[src/rtl/core/hmfd_pkg.sv]
// Shared types, codes and the CRC-16/X-25 byte step for the HDLC meter frame decoder.
`default_nettype none

package hmfd_pkg;

    // Result status codes
    localparam logic [1:0] STATUS_IDLE    = 2'd0;
    localparam logic [1:0] STATUS_GOOD    = 2'd1;
    localparam logic [1:0] STATUS_BAD_FCS = 2'd2;
    localparam logic [1:0] STATUS_DROP    = 2'd3;

    // Configuration register indexes
    localparam logic [2:0] REG_FLAG_BYTE   = 3'd0;
    localparam logic [2:0] REG_ESCAPE_BYTE = 3'd1;
    localparam logic [2:0] REG_ESCAPE_MASK = 3'd2;
    localparam logic [2:0] REG_FORMAT_TYPE = 3'd3;
    localparam logic [2:0] REG_LLC_BYTES   = 3'd4;

    // Reset values of the configuration registers
    localparam logic [7:0] FLAG_RESET   = 8'h7E;
    localparam logic [7:0] ESCAPE_RESET = 8'h7D;
    localparam logic [7:0] MASK_RESET   = 8'h20;
    localparam logic [7:0] FORMAT_RESET = 8'hA0;
    localparam logic [3:0] LLC_RESET    = 4'd3;

    localparam logic [15:0] CRC_INIT   = 16'hFFFF;
    localparam logic [15:0] CRC_POLY_R = 16'h8408;
    localparam logic [10:0] COUNT_MAX  = 11'd2047;

    typedef struct packed {
        logic [7:0] flag_byte;
        logic [7:0] escape_byte;
        logic [7:0] escape_mask;
        logic [7:0] format_type;
        logic [3:0] llc_header_bytes;
    } cfg_t;

    typedef struct packed {
        logic [1:0]  status;
        logic        byte_valid;
        logic [7:0]  stored_byte;
        logic [10:0] byte_index;
        logic [10:0] payload_offset;
        logic [10:0] payload_length;
    } result_t;

    // One byte of reflected CRC-16/X-25
    function automatic logic [15:0] crc_x25_step(input logic [15:0] crc_in,
                                                 input logic [7:0] octet);
        logic [15:0] crc;
        crc = crc_in ^ {8'h00, octet};
        for (int k = 0; k < 8; k++) begin
            crc = crc[0] ? ((crc >> 1) ^ CRC_POLY_R) : (crc >> 1);
        end
        return crc;
    endfunction

endpackage

`default_nettype wire

[src/rtl/core/hmfd_parser.sv]
// Frame parser: flag hunt, unescape, header parse, CRC and end-of-frame report per word.
`default_nettype none

module hmfd_parser #(
    parameter int BUFFER_DEPTH = 1024,
    parameter int SYNC_SLACK   = 8
) (
    input  wire logic             aclk,
    input  wire logic             aresetn,
    input  wire logic             step,
    input  wire logic [7:0]       rx_byte,
    input  wire hmfd_pkg::cfg_t   cfg,
    output hmfd_pkg::result_t     result
);

    // Compare width covers the largest sums against the parameters
    localparam int CW = $clog2(4096 + BUFFER_DEPTH + SYNC_SLACK + 1);

    logic [10:0] byte_count_reg, byte_count_next;
    logic [10:0] frame_len_reg, frame_len_next;
    logic [10:0] dest_len_reg, dest_len_next;
    logic [10:0] src_len_reg, src_len_next;
    logic [11:0] mac_len_reg, mac_len_next;
    logic        esc_reg, esc_next;
    logic [15:0] crc_reg, crc_next;
    logic [7:0]  recent_reg [3];
    logic [7:0]  recent_next [3];

    always_comb begin
        logic [7:0]  b;
        logic        escaped;
        logic        go;
        logic        is_flag;
        logic        drop;
        logic [10:0] c;
        logic [15:0] crc_upd;
        logic [10:0] fl;
        logic [10:0] src_new;
        logic [15:0] fcs_rx;
        logic [CW-1:0] cw;
        logic [CW-1:0] flw;
        logic [12:0] off;
        logic signed [13:0] len;

        byte_count_next = byte_count_reg;
        frame_len_next  = frame_len_reg;
        dest_len_next   = dest_len_reg;
        src_len_next    = src_len_reg;
        mac_len_next    = mac_len_reg;
        esc_next        = esc_reg;
        crc_next        = crc_reg;
        recent_next     = recent_reg;
        result          = '0;

        b       = rx_byte;
        escaped = 1'b0;
        go      = 1'b0;
        drop    = 1'b0;
        c       = byte_count_reg + 11'd1;
        cw      = CW'(c);
        flw     = CW'(frame_len_reg);
        crc_upd = (byte_count_reg >= 11'd4) ?
                  hmfd_pkg::crc_x25_step(crc_reg, recent_reg[2]) : crc_reg;
        src_new = c - 11'd3 - dest_len_reg;
        fcs_rx  = {recent_reg[0], recent_reg[1]};
        off     = 13'd1 + 13'(mac_len_reg) + 13'(cfg.llc_header_bytes);
        len     = $signed({3'b000, frame_len_reg}) - 14'sd2
                  - $signed({10'd0, cfg.llc_header_bytes})
                  - $signed({2'b00, mac_len_reg});

        // Unescape; hunt ignores everything but the flag
        if (step && !(byte_count_reg == 11'd0 && rx_byte != cfg.flag_byte)) begin
            if (esc_reg) begin
                b        = rx_byte ^ cfg.escape_mask;
                escaped  = 1'b1;
                esc_next = 1'b0;
                go       = 1'b1;
            end else if (rx_byte == cfg.escape_byte) begin
                esc_next = 1'b1;
            end else begin
                go = 1'b1;
            end
        end
        is_flag = !escaped && (rx_byte == cfg.flag_byte);
        // Frame length from the format word and the unescaped length word
        fl      = {recent_reg[0][2:0], b};

        if (go) begin
            if (byte_count_reg == hmfd_pkg::COUNT_MAX) begin
                // Counter full: drop without storing
                drop          = 1'b1;
                result.status = hmfd_pkg::STATUS_DROP;
            end else begin
                // Store the word and advance the history and CRC
                crc_next           = crc_upd;
                recent_next[2]     = recent_reg[1];
                recent_next[1]     = recent_reg[0];
                recent_next[0]     = b;
                byte_count_next    = c;
                result.byte_valid  = 1'b1;
                result.stored_byte = b;
                result.byte_index  = byte_count_reg;

                if (c == 11'd1) begin
                    // start flag
                end else if (c == 11'd2) begin
                    if (is_flag) begin
                        // doubled flag restarts the frame
                        byte_count_next   = 11'd1;
                        result.byte_index = '0;
                    end else if (b[7:4] != cfg.format_type[7:4]) begin
                        drop          = 1'b1;
                        result.status = hmfd_pkg::STATUS_DROP;
                    end
                end else if (c == 11'd3) begin
                    frame_len_next = fl;
                    if (CW'(fl) + CW'(2) > CW'(BUFFER_DEPTH)) begin
                        drop          = 1'b1;
                        result.status = hmfd_pkg::STATUS_DROP;
                    end
                end else if (dest_len_reg == 11'd0) begin
                    if (b[0]) begin
                        dest_len_next = c - 11'd3;
                    end
                end else if (src_len_reg == 11'd0) begin
                    if (b[0]) begin
                        src_len_next = src_new;
                        mac_len_next = 12'd5 + {1'b0, src_new} + {1'b0, dest_len_reg};
                    end
                end else if (cw == CW'(mac_len_reg) + CW'(1)) begin
                    // MAC header complete
                end else if (cw == flw + CW'(1)) begin
                    // last word before the end flag
                end else if (cw >= flw + CW'(2)) begin
                    if (is_flag) begin
                        // End flag: report and close the frame
                        drop = 1'b1;
                        if (fcs_rx == (crc_upd ^ hmfd_pkg::CRC_INIT)) begin
                            result.status         = hmfd_pkg::STATUS_GOOD;
                            result.payload_offset = (off > 13'd2047) ?
                                                    11'd2047 : off[10:0];
                            result.payload_length = len[13] ? 11'd0 : len[10:0];
                        end else begin
                            result.status = hmfd_pkg::STATUS_BAD_FCS;
                        end
                    end else if (cw >= flw + CW'(2) + CW'(SYNC_SLACK)) begin
                        drop          = 1'b1;
                        result.status = hmfd_pkg::STATUS_DROP;
                    end
                end
            end
        end

        // Clear the frame on drop or report
        if (drop) begin
            byte_count_next = '0;
            frame_len_next  = '0;
            dest_len_next   = '0;
            src_len_next    = '0;
            mac_len_next    = '0;
            esc_next        = 1'b0;
            crc_next        = hmfd_pkg::CRC_INIT;
            recent_next[0]  = '0;
            recent_next[1]  = '0;
            recent_next[2]  = '0;
        end
    end

    // Hold parse state
    always_ff @(posedge aclk) begin
        if (!aresetn) begin
            byte_count_reg <= '0;
            frame_len_reg  <= '0;
            dest_len_reg   <= '0;
            src_len_reg    <= '0;
            mac_len_reg    <= '0;
            esc_reg        <= 1'b0;
            crc_reg        <= hmfd_pkg::CRC_INIT;
            recent_reg[0]  <= '0;
            recent_reg[1]  <= '0;
            recent_reg[2]  <= '0;
        end else begin
            byte_count_reg <= byte_count_next;
            frame_len_reg  <= frame_len_next;
            dest_len_reg   <= dest_len_next;
            src_len_reg    <= src_len_next;
            mac_len_reg    <= mac_len_next;
            esc_reg        <= esc_next;
            crc_reg        <= crc_next;
            recent_reg     <= recent_next;
        end
    end

endmodule

`default_nettype wire

[src/rtl/core/hdlc_meter_frame_decoder_unit.sv]
// Top level of the HDLC meter frame decoder: config registers, parser and result register.
//
// Usage:
//   Input channel s_*: one raw line byte per word (s_rx_byte, s_valid/s_ready).
//   Result channel m_*: exactly one result word per input word, in order:
//   status, stored byte with its index, and payload offset/length on a good frame.
//   Timing: the result is registered and appears in the cycle after the input word is accepted.
//   Throughput: one word per cycle while results are taken; the CRC byte step
//   and all header compares sit between the parse state and the result register.
//   Stall: a single result register separates the channels; s_ready stays high
//   while that register is empty or being taken, so a stalled receiver holds
//   one result and back-pressures the input.
//   Configuration: cfg_wr_en writes cfg_wr_data to register cfg_wr_index
//   (0 flag, 1 escape, 2 escape mask, 3 format type, 4 LLC header bytes);
//   write only while the block is idle. Other indexes are ignored.
//   Reset (aresetn low, synchronous): parse state cleared, CRC preset to all
//   ones, registers return to 0x7E/0x7D/0x20/0xA0/3, result register emptied.
`default_nettype none

module hdlc_meter_frame_decoder_unit #(
    parameter int BUFFER_DEPTH = 1024,
    parameter int SYNC_SLACK   = 8
) (
    input  wire logic        aclk,
    input  wire logic        aresetn,
    input  wire logic        cfg_wr_en,
    input  wire logic [2:0]  cfg_wr_index,
    input  wire logic [7:0]  cfg_wr_data,
    input  wire logic        s_valid,
    output logic             s_ready,
    input  wire logic [7:0]  s_rx_byte,
    output logic             m_valid,
    input  wire logic        m_ready,
    output logic [1:0]       m_status,
    output logic             m_byte_valid,
    output logic [7:0]       m_stored_byte,
    output logic [10:0]      m_byte_index,
    output logic [10:0]      m_payload_offset,
    output logic [10:0]      m_payload_length
);

    hmfd_pkg::cfg_t    cfg_reg;
    hmfd_pkg::result_t res;
    hmfd_pkg::result_t out_reg;
    logic              out_valid_reg;
    logic              step;

    // Write configuration registers
    always_ff @(posedge aclk) begin
        if (!aresetn) begin
            cfg_reg.flag_byte        <= hmfd_pkg::FLAG_RESET;
            cfg_reg.escape_byte      <= hmfd_pkg::ESCAPE_RESET;
            cfg_reg.escape_mask      <= hmfd_pkg::MASK_RESET;
            cfg_reg.format_type      <= hmfd_pkg::FORMAT_RESET;
            cfg_reg.llc_header_bytes <= hmfd_pkg::LLC_RESET;
        end else if (cfg_wr_en) begin
            unique case (cfg_wr_index)
                hmfd_pkg::REG_FLAG_BYTE:   cfg_reg.flag_byte        <= cfg_wr_data;
                hmfd_pkg::REG_ESCAPE_BYTE: cfg_reg.escape_byte      <= cfg_wr_data;
                hmfd_pkg::REG_ESCAPE_MASK: cfg_reg.escape_mask      <= cfg_wr_data;
                hmfd_pkg::REG_FORMAT_TYPE: cfg_reg.format_type      <= cfg_wr_data;
                hmfd_pkg::REG_LLC_BYTES:   cfg_reg.llc_header_bytes <= cfg_wr_data[3:0];
                default: ;
            endcase
        end
    end

    // Accept while the result register is free or draining
    assign s_ready = !out_valid_reg || m_ready;
    assign step    = s_valid && s_ready;

    hmfd_parser #(
        .BUFFER_DEPTH (BUFFER_DEPTH),
        .SYNC_SLACK   (SYNC_SLACK)
    ) u_parser (
        .aclk    (aclk),
        .aresetn (aresetn),
        .step    (step),
        .rx_byte (s_rx_byte),
        .cfg     (cfg_reg),
        .result  (res)
    );

    // Hold the result until taken
    always_ff @(posedge aclk) begin
        if (!aresetn) begin
            out_valid_reg <= 1'b0;
        end else if (step) begin
            out_valid_reg <= 1'b1;
        end else if (m_ready) begin
            out_valid_reg <= 1'b0;
        end
    end

    always_ff @(posedge aclk) begin
        if (step) begin
            out_reg <= res;
        end
    end

    assign m_valid          = out_valid_reg;
    assign m_status         = out_reg.status;
    assign m_byte_valid     = out_reg.byte_valid;
    assign m_stored_byte    = out_reg.stored_byte;
    assign m_byte_index     = out_reg.byte_index;
    assign m_payload_offset = out_reg.payload_offset;
    assign m_payload_length = out_reg.payload_length;

endmodule

`default_nettype wire

[config.mk]
export PLATFORM = sky130hd
export DESIGN_NAME = hdlc_meter_frame_decoder_unit
export DESIGN_NICKNAME = d
export VERILOG_FILES = /design/src/rtl/core/hmfd_pkg.sv /design/src/rtl/core/hmfd_parser.sv /design/src/rtl/core/hdlc_meter_frame_decoder_unit.sv
export SDC_FILE = /design/constraint.sdc
export NUM_CORES = 1
export LEC_CHECK = 0
export ABC_AREA = 1
export BUFFER_PORTS_ARGS = -buffer_cell sky130_fd_sc_hd__buf_2
export CAP_MARGIN = 20
export CORE_MARGIN = 2
export CORE_UTILIZATION = 55
export CTS_CLUSTER_SIZE = 12
export DETAILED_ROUTE_END_ITERATION = 12
export PLACE_DENSITY_LB_ADDON = 0.2
export RECOVER_POWER = 50
export SKIP_LAST_GASP = 1
export SYNTH_ARGS = -nofsm -noshare
export SYNTH_HDL_FRONTEND = slang
export SYNTH_SLANG_ARGS = --single-unit
[constraint.sdc]
create_clock -name aclk -period 12.6 [get_ports aclk]
set_input_delay 0.63 -clock aclk [delete_from_list [all_inputs] [get_ports aclk]]
set_output_delay 0.63 -clock aclk [all_outputs]
set_load 0.02 [all_outputs]
Word-level counts from Yosys, hierarchy flattened
Cells that the tools add are included.
{ "classes": {"add_sub_neg": 14, "n_mul": 0, "n_div": 0, "magnitude_cmp": 5, "eq_ne": 15, "shifts": 0, "n_mux": 68, "n_bitwise": 21, "n_reduce_logical": 26} }
{ "ops": {"columns": ["operator", "n"], "rows": [
  ["22-bit 2-to-1 mux", 9],
  ["16-bit 2-to-1 mux", 9],
  ["11-bit 2-to-1 mux", 7],
  ["42-bit 2-to-1 mux", 1],
  ["11-bit logical NOT", 3],
  ["33-bit 2-to-1 mux", 1],
  ["2-bit 2-to-1 mux", 15],
  ["11-bit by 13-bit == test with 1-bit output", 2],
  ["11-bit by 13-bit >= comparator with 1-bit output", 2],
  ["13-bit by 11-bit > comparator with 1-bit output, second input constant", 2],
  ["11-bit by 2-bit adder with 12-bit output, second input constant", 2],
  ["1-bit 2-to-1 mux", 24],
  ["2-bit NOT with 3-bit output", 8],
  ["11-bit by 2-bit == test with 1-bit output, second input constant", 2],
  ["16-bit == test", 1],
  ["8-bit == test", 2],
  ["8-bit 2-to-1 mux", 2],
  ["16-bit NOT", 1],
  ["16-bit by 8-bit XOR with 16-bit output", 1],
  ["14-bit by 13-bit subtractor with 14-bit output", 1],
  ["14-bit by 5-bit subtractor with 14-bit output", 1],
  ["1-bit by 12-bit adder with 13-bit output, first input constant", 1],
  ["13-bit by 4-bit adder with 13-bit output", 1],
  ["13-bit by 4-bit adder with 13-bit output, second input constant", 1],
  ["29 further kinds", 50]
]} }
{ "word_totals": {"register_bits": 178, "latchBits": 0, "ram_bits": 0, "mem_bits_ro": 0, "in_bits": 24, "output_inout_bits": 46, "wordCells": 171, "n_memories": 0} }

Longest topological paths before layout
Gate-level depths: netlist (run 1).
{ "depth": {"ltp_word": 31, "ltp_mapped": 31, "mapped_depth_nobuf": 29} }

Modules after synthesis
Synthesis (run 1) repeated with hierarchy kept, for this count alone.
{ "hier_totals": {"cells_unflattened": 1752, "hier_area_um2": 12731.0} }
{ "by_module_without_submodules": {"columns": ["mod", "n_inst", "cells_each", "area_per_inst_um2", "seq_area_each_um2"], "rows": [
  ["hmfd_parser", 1, 1501, 9917.0, 1941.9],
  ["hdlc_meter_frame_decoder_unit", 1, 251, 2813.9, 2062.0]
]} }

Least setup slack after synthesis (run 1)
OpenSTA, ideal clock, no wires.
{ "synth_path": {"path_type": "reg2reg", "start": "register u_parser.byte_count_reg[0]", "end": "register u_parser.mac_len_reg[11]", "setup_time_ns": 0.061, "arrival_time_ns": 4.215, "slack_ns": 8.324, "stages_incl_launch_ff": 26, "synth_period_minus_slack_ns": 4.276, "cell_sequence": "dfxtp_1 > inv_1 > ha_1 > a21oi_1 > xor2_1 > inv_1 > ha_1 > nand2_1 > o21ai_0 > a21oi_1 > inv_1 > a21oi_1 > o21ai_0 > xor2_1 > inv_1 > ha_1 > ha_1 > nand2_1 > o21ai_0 > a21oi_1 > nor2_1 > nor2_1 > xor2_1 > o21ai_0 > inv_1 > nor2_4"} }
{ "synth_via": {"elab_chain_len": 19, "word_cells_on_any_way": 46, "classes_between": "add/sub (6); order compare (3); eq/ne (7); mux (18); bitwise (4); reduce/logical (8)"} }
{ "synth_rtl": {"columns": ["element", "line_no", "source"], "rows": [
  ["start: declaration", "hmfd_parser.sv:19", "logic [10:0] byte_count_reg, byte_count_next;"],
  ["start signal: assignment", "hmfd_parser.sv:183", "byte_count_reg <= byte_count_next;"],
  ["branches (longest 19 deep; another with 3-bit by 11-bit adder with 12-bit output)", null, null],
  ["end signal: assignment", "hmfd_parser.sv:187", "mac_len_reg <= mac_len_next;"],
  ["end: declaration", "hmfd_parser.sv:23", "logic [11:0] mac_len_reg, mac_len_next;"]
]} }
Several ways; the timed one is not identified.
A chain may end at the register's enable or synchronous reset.

Final worst setup path (run 1)
{ "layout_path": {"start": "register out_valid_reg (netlist: m_valid)", "end": "register u_parser.mac_len_reg[8]"} }
{ "layout_via": {"elab_chain_len": 19, "word_cells_on_any_way": 28, "classes_between": "add/sub (1); order compare (1); eq/ne (1); mux (17); reduce/logical (8)"} }
{ "layout_rtl": {"columns": ["element", "line_no", "source"], "rows": [
  ["start: declaration", "hdlc_meter_frame_decoder_unit.sv:45", "logic out_valid_reg;"],
  ["start signal: assignment", "hdlc_meter_frame_decoder_unit.sv:87", "out_valid_reg <= 1'b0;"],
  ["start signal: assignment", "hdlc_meter_frame_decoder_unit.sv:89", "out_valid_reg <= 1'b1;"],
  ["start signal: assignment", "hdlc_meter_frame_decoder_unit.sv:91", "out_valid_reg <= 1'b0;"],
  ["1-bit logical NOT *", "hdlc_meter_frame_decoder_unit.sv:69", "assign s_ready = !out_valid_reg || m_ready;"],
  ["1-bit logical OR *", "hdlc_meter_frame_decoder_unit.sv:69", null],
  ["1-bit logical AND *", "hdlc_meter_frame_decoder_unit.sv:70", "assign step = s_valid && s_ready;"],
  ["net step", "hdlc_meter_frame_decoder_unit.sv:46", "logic step;"],
  ["1-bit logical AND *", "hmfd_parser.sv:72", "if (step && !(byte_count_reg == 11'd0 && rx_byte != cfg.flag_byte)) begin"],
  ["branches (longest 15 deep; another with 13-bit by 11-bit > comparator with 1-bit output)", null, null]
]} }
Mark *: on every way through the listed nets, which the timed path passes.

==> results of run 1 <==
layout by cell type (no fill, tap or decap), drive strengths merged, types with 44 or more instances in the layout:
| master | synthesis | final |
|---|---|---|
| inv | 274 | 281 |
| xor2 | 99 | 99 |
| o21ai | 129 | 129 |
| nand2 | 357 | 357 |
| nand3 | 110 | 110 |
| a21oi | 70 | 70 |
| ha | 90 | 90 |
| dfxtp | 130 | 130 |
| clkbuf | 24 | 66 |
| nor2 | 243 | 243 |
| edfxtp | 44 | 44 |
kinds of logic after synthesis:
group,Yosys count
simple gates,767
buf+inv,320
compound gates,233
flops,174
xor+xnor,141
fa+ha+maj,97
cell usage after synthesis (42+ instances only):
master,instances
ha_1,90
inv_1,250
a21oi_1,69
nand3_1,107
dfxtp_1,130
nor2_4,82
edfxtp_1,44
xor2_1,98
nor2_1,154
xnor2_1,42
nand2_1,334
o21ai_0,123
cell type report:
cell class,count,area (µm²)
fillers,2201,9350
clock inverters,14,141
clock buffers,18,439
flip-flops and latches,174,3920
multi-input cells,1238,7720
inverters,277,1040
repair buffers,74,318
well taps,319,399
routing by layer:
layer	wire length, µm	vias to the layer above	share of wire	GRT usage
met5	0	-	0	0
met4	688	0	0.023	0.0788
met3	1240	48	0.041	0.0427
met2	14700	214	0.48	0.445
met1	13800	5027	0.45	0.327
li1	-	5606	-	-
critical path, cell delays in order, from the launching register on:
cell,delay (ns)
dfxtp_1,0.35
a21oi_4,0.14
clkbuf_1,2.08
nand2_1,1.05
nand2_2,0.26
nand2_1,0.14
inv_2,0.09
ha_1,0.19
nand2_1,0.06
nor2_1,0.14
nand3_1,0.09
nand2_1,0.06
nand2_1,0.05
nand3_1,0.08
nand2_1,0.06
nand2_1,0.08
nand2_1,0.06
nand2_2,0.07
nand2_4,0.16
nand2_8,0.72
buf_4,0.78
nor2_4,0.01
worst paths after layout:
check | endpoint | slack (ns) | start | depth (start not counted)
worst max register to register | u_parser.mac_len_reg[8] | 5.61 | m_valid | 21
worst min-delay path | cfg_reg[23] | 0.47 | cfg_wr_data[3] | 3
worst min register to register | cfg_reg[28] | 0.48 | cfg_reg[28] | 2
worst max-delay path | u_parser.mac_len_reg[8] | 5.61 | m_valid | 21
power by group:
part / internal [mW] / total, mW / switching, mW
combinational: 0.552 / 1.56 / 1.01
clock: 0.269 / 0.530 / 0.261
sequential: 0.647 / 0.699 / 0.0524
total: 1.47 / 2.79 / 1.32
through the flow:
stage	setup slack (ns)	hold slack, ns	power (mW)	util
floorplan	8.32	0.444	1.64	-
global placement	7.70	0.456	2.25	0.577
detailed placement	7.54	0.466	2.27	0.577
CTS	7.53	0.454	2.81	0.602
global route	4.86	0.462	3.05	0.599
finish	5.61	0.468	2.79	0.599
==> run metrics, run 1 <==
status finished with violations; failing checks capacitance limit, slew limit; routability cong. a little over 0.9; crit end category register; antenna violations before repair 0; Synth area leader dfxtp_1; CP arrival between 7 and 8 ns; Final Cycle Share 0.555; pwr dens 199 mW/mm²; drt drc 0; grt total ovfl 0; placed cells roughly 2,100; setup TNS 0 ns; Final setup viols 0; Yosys top cell area share 0.200; minimum clock period 6.99 ns; xor/xnor share of the synthesized area 0.0956; max_cap viols 2; sequential share of the synthesized area 0.302; Layout area overhead 7.54%; largest family of logic cells by synthesized area simple AND/OR/NAND/NOR gates; Clock Tree Root clkbuf_16; Max FO, Critical Path 54; layout cells sized above 1 0.118; Compound-Gate Fraction of Synth Area 0.0967; worst hold path class in2reg; # nets final 1,903; Ports 70; post-route ant nets 0; Port Buffers between 60 and 70; post-synthesis mux area share 0; final worst clock skew roughly 0.015 ns; GRT Overall Usage 0.257; worst ir drop on vdd around 140 µV; largest net degree at the start of global routing 74; CTS H-tree depth 4; DRT Pass-1 Iters 6; max_slew headroom -0.961; non-filler instance count after layout ~2,100; row count 56; critical path class reg2reg; synthesized net count between 1,500 and 2,000; Synth Area in Simple Gates 0.304; post-DR vias/cell between 5 and 6; RSZ-0062 raised after global routing no; FMAX between 100 and 150 MHz; Area after DPL around 0.013 mm²; Starting Density 0.557; top_reg_cell synth dfxtp_1; critical path required time 12.90 ns; share of synthesized registers carrying an async set or reset 0; clock sink count approximately 170; Yosys Warn Count 0; Syn Inst Count between 1,500 and 2,000; clk buf depth 2; syn_area_per_cell around 7.5 µm²; Adder-Cell Fraction of Synth Area 0.0974; Die Y about 160 µm; max reg flops 32; number of CTS-inserted buffers 17; max-slew violation count approximately 110; dominant cells by area after synthesis dfxtp_1 (20%), edfxtp_1 (10%), nand2_1 (9.6%); leakage power between 6 and 7 nW; Yosys reg bits 174; HPWL after detailed placement 23.2 mm; post-synth cell types a little under 50; first-pass GRT wire length 50.9 mm; number of global-route vias before repair about 10,000; Die Footprint 0.0249 mm²; CORE AREA 0.0233 mm²; clk_lat worst skew between 0.4 and 0.5 ns; post_cts resized 0; hold_buf cts 0; vias approximately 11,000; worst-margin pin slew about 2.9 ns; # Post-CTS Setup Buffers 0; DRT Wirelength roughly 30 mm; Die W roughly 160 µm; TritonCTS clock tree yes; startpoint types register; CTS clk-pin slew, worst paths approximately 0.080 ns; wire length per cell 14.4 µm; # diodes 0; Post-Synthesis Cell Area around 0.013 mm²; Iteration-0 DRC Markers ~640; Post-synth EDFFs 44; Post-Layout Inst Area about 0.014 mm²; Hold Vio Cnt, Final 0
(Power assumes the default switching activity.)
==> inputs of run 2 (changes only) <==
==> constraint.sdc (replaced) <==
create_clock -name aclk -period 7.1 [get_ports aclk]
set_input_delay 0.355 -clock aclk [delete_from_list [all_inputs] [get_ports aclk]]
set_output_delay 0.355 -clock aclk [all_outputs]
set_load 0.02 [all_outputs]
==> run metrics, run 2 (synthesized netlist as in run 1, its figures left out) <==
number of global-route vias before repair between 10,000 and 15,000; largest net degree at the start of global routing 51; Starting Density 0.557; CTS H-tree depth 4; DRT Wirelength 30.6 mm; setup TNS 0 ns; TritonCTS clock tree yes; placed cells ~2,100; # nets final ~1,900; Die W 158 µm; critical path class reg2reg; hold_buf cts 0; pwr dens between 300 and 400 mW/mm²; startpoint types register; utilization after layout 0.600; drt drc 0; most common cell after layout, fill and taps aside nand2_1; routability cong. about 0.95; post_cts resized 0; Max FO, Critical Path slightly below 50; Layout area overhead 7.77%; failing checks capacitance limit, slew limit; first-pass GRT wire length around 50 mm; Clock Tree Root clkbuf_16; post-DR vias/cell around 5.2; grt total ovfl 0; Ports 70; worst hold path class in2reg; CORE AREA 0.0233 mm²; pre-CTS WS 1.96 ns; Die Footprint 0.0249 mm²; Final setup viols 0; worst ir drop on vdd roughly 240 µV; wire length per cell 14.5 µm; layout cells sized above 1 0.118; max-slew violation count slightly below 70; CTS clk-pin slew, worst paths 0.08 ns; crit end category register; max_cap viols 2; antenna violations before repair 1; clock sink count approximately 170; vias ~11,000; Fillers 2,223; CP arrival 6.18 ns; post-route ant nets 0; setup ws final approximately 1.2 ns; clk_lat worst skew 0.45 ns; FMAX approximately 170 MHz; Hold Vio Cnt, Final 0; leakage power slightly above 6 nW; final worst clock skew 0.0163 ns; Final Cycle Share 0.826; minimum clock period slightly below 6 ns; Design Power around 4.4 mW; max_slew headroom -0.610; DRT Pass-1 Iters 5; HPWL after detailed placement about 23 mm; Port Buffers about 70; clk buf depth 2; max reg flops 32; status finished with violations; row count 56; number of CTS-inserted buffers 17; # diodes 0; GRT Overall Usage 0.256; RSZ-0062 raised after global routing no; critical path required time roughly 7.4 ns; worst-margin pin slew between 2 and 2.5 ns; Iteration-0 DRC Markers 705; non-filler instance count after layout ~2,100; # Post-CTS Setup Buffers 0; leading cell types in the layout, fill and taps excluded nand2_1 (334), inv_1 (252), nor2_1 (153), dfxtp_1 (130), o21ai_0 (123); Die Y about 160 µm
run 2: changes by cell type in the layout (fill, tap and decap cells not counted), moves of 2 or more:
| cell | before | now |
|---|---|---|
| clkinv_4 | 3 | 0 |
| inv_6 | 3 | 5 |
| clkbuf_1 | 48 | 50 |
| clkinv_8 | 2 | 4 |
| inv_12 | 0 | 2 |
run 2: final cells by class:
type,count,area (µm²),share of cell area
Tap cell,319,399,0.0285
Multi-Input combinational cell,1238,7720,0.551
Timing Repair Buffer,76,325,0.0232
Inverter,277,1040,0.0742
Clock buffer,17,425,0.0304
Clock inverter,15,181,0.0129
Sequential cell,174,3920,0.280
run 2: final timing paths:
path,endpoint,start,slack [ns],depth (start not counted)
setup / recovery,u_parser.frame_len_reg[5],m_valid,1.23,21
hold / removal,m_valid,s_valid,0.18,3
setup reg to reg,u_parser.frame_len_reg[5],m_valid,1.23,21
hold reg to reg,cfg_reg[28],cfg_reg[28],0.47,2
run 2: report_power, final:
part | internal [mW] | switching (mW) | total (mW)
Combinational | 0.775 | 1.43 | 2.21
Sequential | 1.12 | 0.0745 | 1.20
Clock | 0.482 | 0.494 | 0.976
run 2: through the flow:
stage               hold slack, ns  area, µm²
global route                 0.177      14000
floorplan                    0.444      13000
finish                       0.176      14000
detailed placement           0.464      13500
global placement             0.456      13500
CTS                          0.164      14100
run 2: worst max-delay path: stages, from the launching register on:
cell and delay, ns:
dfxtp_1 0.33, a21oi_1 1.17, clkbuf_1 0.94, nand2_4 0.28, nand2_2 0.14, nand2_1 0.11, inv_2 0.08, ha_1 0.19
nand2_1 0.06, nor2_1 0.14, nand3_1 0.09, nand2_1 0.06, nand2_1 0.05, nand3_1 0.07, nand2_1 0.05, nand2_1 0.08
nand2_1 0.07, nand2_2 0.07, nand2_4 0.16, nand2_8 0.63, buf_4 0.87, nor2_4 0.01
run 2: per-layer routing:
layer / track usage / vias to the layer above / part of all wire
li1: - / 5596 / -
met4: 0.109 / 2 / 0.034
met5: 0 / - / 0.00036
met1: 0.324 / 4981 / 0.45
met2: 0.430 / 263 / 0.47
met3: 0.0446 / 69 / 0.047
==> inputs of run 3 (changes only) <==
==> constraint.sdc (replaced) <==
create_clock -name aclk -period 5.9 [get_ports aclk]
set_input_delay 0.295 -clock aclk [delete_from_list [all_inputs] [get_ports aclk]]
set_output_delay 0.295 -clock aclk [all_outputs]
set_load 0.02 [all_outputs]
==> run metrics, run 3 (synthesized netlist as in run 1, its figures left out) <==
status finished with violations; failing checks capacitance limit, slew limit; HPWL after detailed placement about 24 mm; max reg flops 32; clock sink count about 170; setup TNS 0 ns; Clock Tree Root clkbuf_16; routability cong. 0.956; max_slew headroom -0.571; Layout area overhead 7.56%; CTS H-tree depth 4; most common cell after layout, fill and taps aside nand2_1; # diodes 0; Hold Vio Cnt, Final 0; max_cap viols 2; wire length per cell 14.6 µm; crit path to u_parser.mac_len_reg[5]; Multi-input gate area between 0.007 and 0.008 mm²; Worst Hold Depth 3; Worst R2R Path Depth 22; number of CTS-inserted buffers 17; worst r2r dst u_parser.mac_len_reg[5]; # Post-CTS Setup Buffers 0; Crit. Startpoint m_valid; Flop pwr share 0.277; CP arrival 5.53 ns; DRT Wirelength between 30 and 40 mm; worst hold path class in2reg; Final setup viols 0; Sequential Area 0.00392 mm²; detailed-routing wirelength on met1 around 14 mm; drt drc 0; TritonCTS clock tree yes; Final Cycle Share 0.873; FMAX slightly below 200 MHz; WL met3 around 1.2 mm; critical path class reg2reg; RSZ-0062 raised after global routing no; P_sw ~2.3 mW; clk buf depth 2; first-pass GRT wire length approximately 52 mm; Starting Density 0.557; R2R Path Start m_valid; layout cells sized above 1 0.119; HP Start s_valid; Internal Pwr Total 2.84 mW; final worst clock skew 0.0144 ns; critical path required time about 6.3 ns; worst ir drop on vdd between 200 and 300 µV; Crit-path slowest cell a21oi_1; antenna violations before repair 0; Port Buffers ~70; CTS clk-pin slew, worst paths ~0.08 ns; Fillers between 2,000 and 2,500; leading cell types in the layout, fill and taps excluded nand2_1 (335), inv_1 (250), nor2_1 (153), dfxtp_1 (130), o21ai_0 (123); post_cts resized 0; Die Y between 150 and 200 µm; DRT Pass-1 Iters 6; Die Footprint about 0.025 mm²; leakage power around 6 nW; Worst R2R Setup Slack between 0.7 and 0.8 ns; met2 wire len approximately 15 mm; clk_lat worst skew 0.45 ns; Ports 70; clock power share 0.213; minimum clock period between 5 and 6 ns; row count between 50 and 60; Iteration-0 DRC Markers 529; Net Sw Frac 0.453; combinational share of power 0.510; largest net degree at the start of global routing 63; post-route ant nets 0; GRT Overall Usage 0.262; CP Buf/Inv Count 4; number of global-route vias before repair approximately 11,000; crit end category register; hold_buf cts 0; pwr dens between 300 and 400 mW/mm²; post-DR vias/cell approximately 5.1; Cell Chain, Critical Path a21oi_1, nand2_1, nand2_2, nand2_1, inv_2, ha_1, inv_1, nand3_1, nor2_1, nand2_1, inv_2, nand2_1, nor2_1, nand3_1, nand2_1, nand2_1, nand2_1, nand2_2, nand2_4, nand2_8, buf_4, nor2_4; Die W ~160 µm; Max FO, Critical Path 35; worst-margin pin slew 2.36 ns; CP most frequent cell nand2_1; startpoint types register; Hold Slack roughly 0.11 ns; critical path depth 22; CORE AREA 0.0233 mm²; max-slew violation count 70; top routing layer in use met4; vias ~11,000; grt total ovfl 0; # nets final roughly 1,900; Crit path max-delay family simple AND/OR/NAND/NOR gates; Crit path largest cell delay between 1 and 1.5 ns
-- run 3: worst reg2reg max path, stage by stage, from the launching register on --
cell     delay [ns]
dfxtp_1        0.33
a21oi_1        1.25
nand2_1        0.75
nand2_2        0.22
nand2_1        0.16
inv_2          0.10
ha_1           0.22
inv_1          0.06
nand3_1        0.07
nor2_1         0.10
nand2_1        0.07
inv_2          0.04
nand2_1        0.04
nor2_1         0.11
nand3_1        0.09
nand2_1        0.06
nand2_1        0.07
nand2_1        0.08
nand2_2        0.06
nand2_4        0.23
nand2_8        0.38
buf_4          0.50
nor2_4         0.10
-- run 3: layout make-up --
| cell class | count | share of cell area |
|---|---|---|
| clock buffer | 19 | 0.0310 |
| clock inverter | 13 | 0.00859 |
| inverter | 277 | 0.0743 |
| multi-input combinational | 1238 | 0.551 |
| sequential | 174 | 0.281 |
| tap | 319 | 0.0285 |
| timing repair buffer | 78 | 0.0258 |
-- run 3: through the flow --
step | instances | setup slack (ns) | instance area [µm²] | power (mW) | util
floorplan | 1732 | 1.62 | 13000 | 3.50 | -
detailed placement | 2086 | 1.08 | 13500 | 4.11 | 0.579
CTS | 2118 | 1.05 | 14100 | 5.23 | 0.603
finish | 2118 | 0.750 | 14000 | 5.18 | 0.599
global placement | 2086 | 1.24 | 13500 | 4.07 | 0.579
global route | 2118 | 0.251 | 14000 | 5.65 | 0.599
-- run 3: worst min path at each step --
stage,end,slack [ns]
after floorplan,cfg_reg[25],0.42
after CTS,cfg_reg[26],0.11
after global placement,cfg_reg[28],0.46
after detailed placement,cfg_reg[24],0.47
final,m_valid,0.11
after global routing,m_valid,0.12
-- run 3: power by group through the flow --
stage / sequential, mW / clock (mW) / combinational, mW
CTS: 1.44 / 1.13 / 2.67
global placement: 1.46 / 0 / 2.61
global route: 1.45 / 1.16 / 3.03
floorplan: 1.46 / 0 / 2.04
finish: 1.44 / 1.10 / 2.64
detailed placement: 1.46 / 0 / 2.65
-- run 3: per-layer routing --
metal  track usage  vias up
met5             0        -
met4         0.101        0
met3        0.0449       57
met2         0.449      199
met1         0.327     5031
li1              -     5603
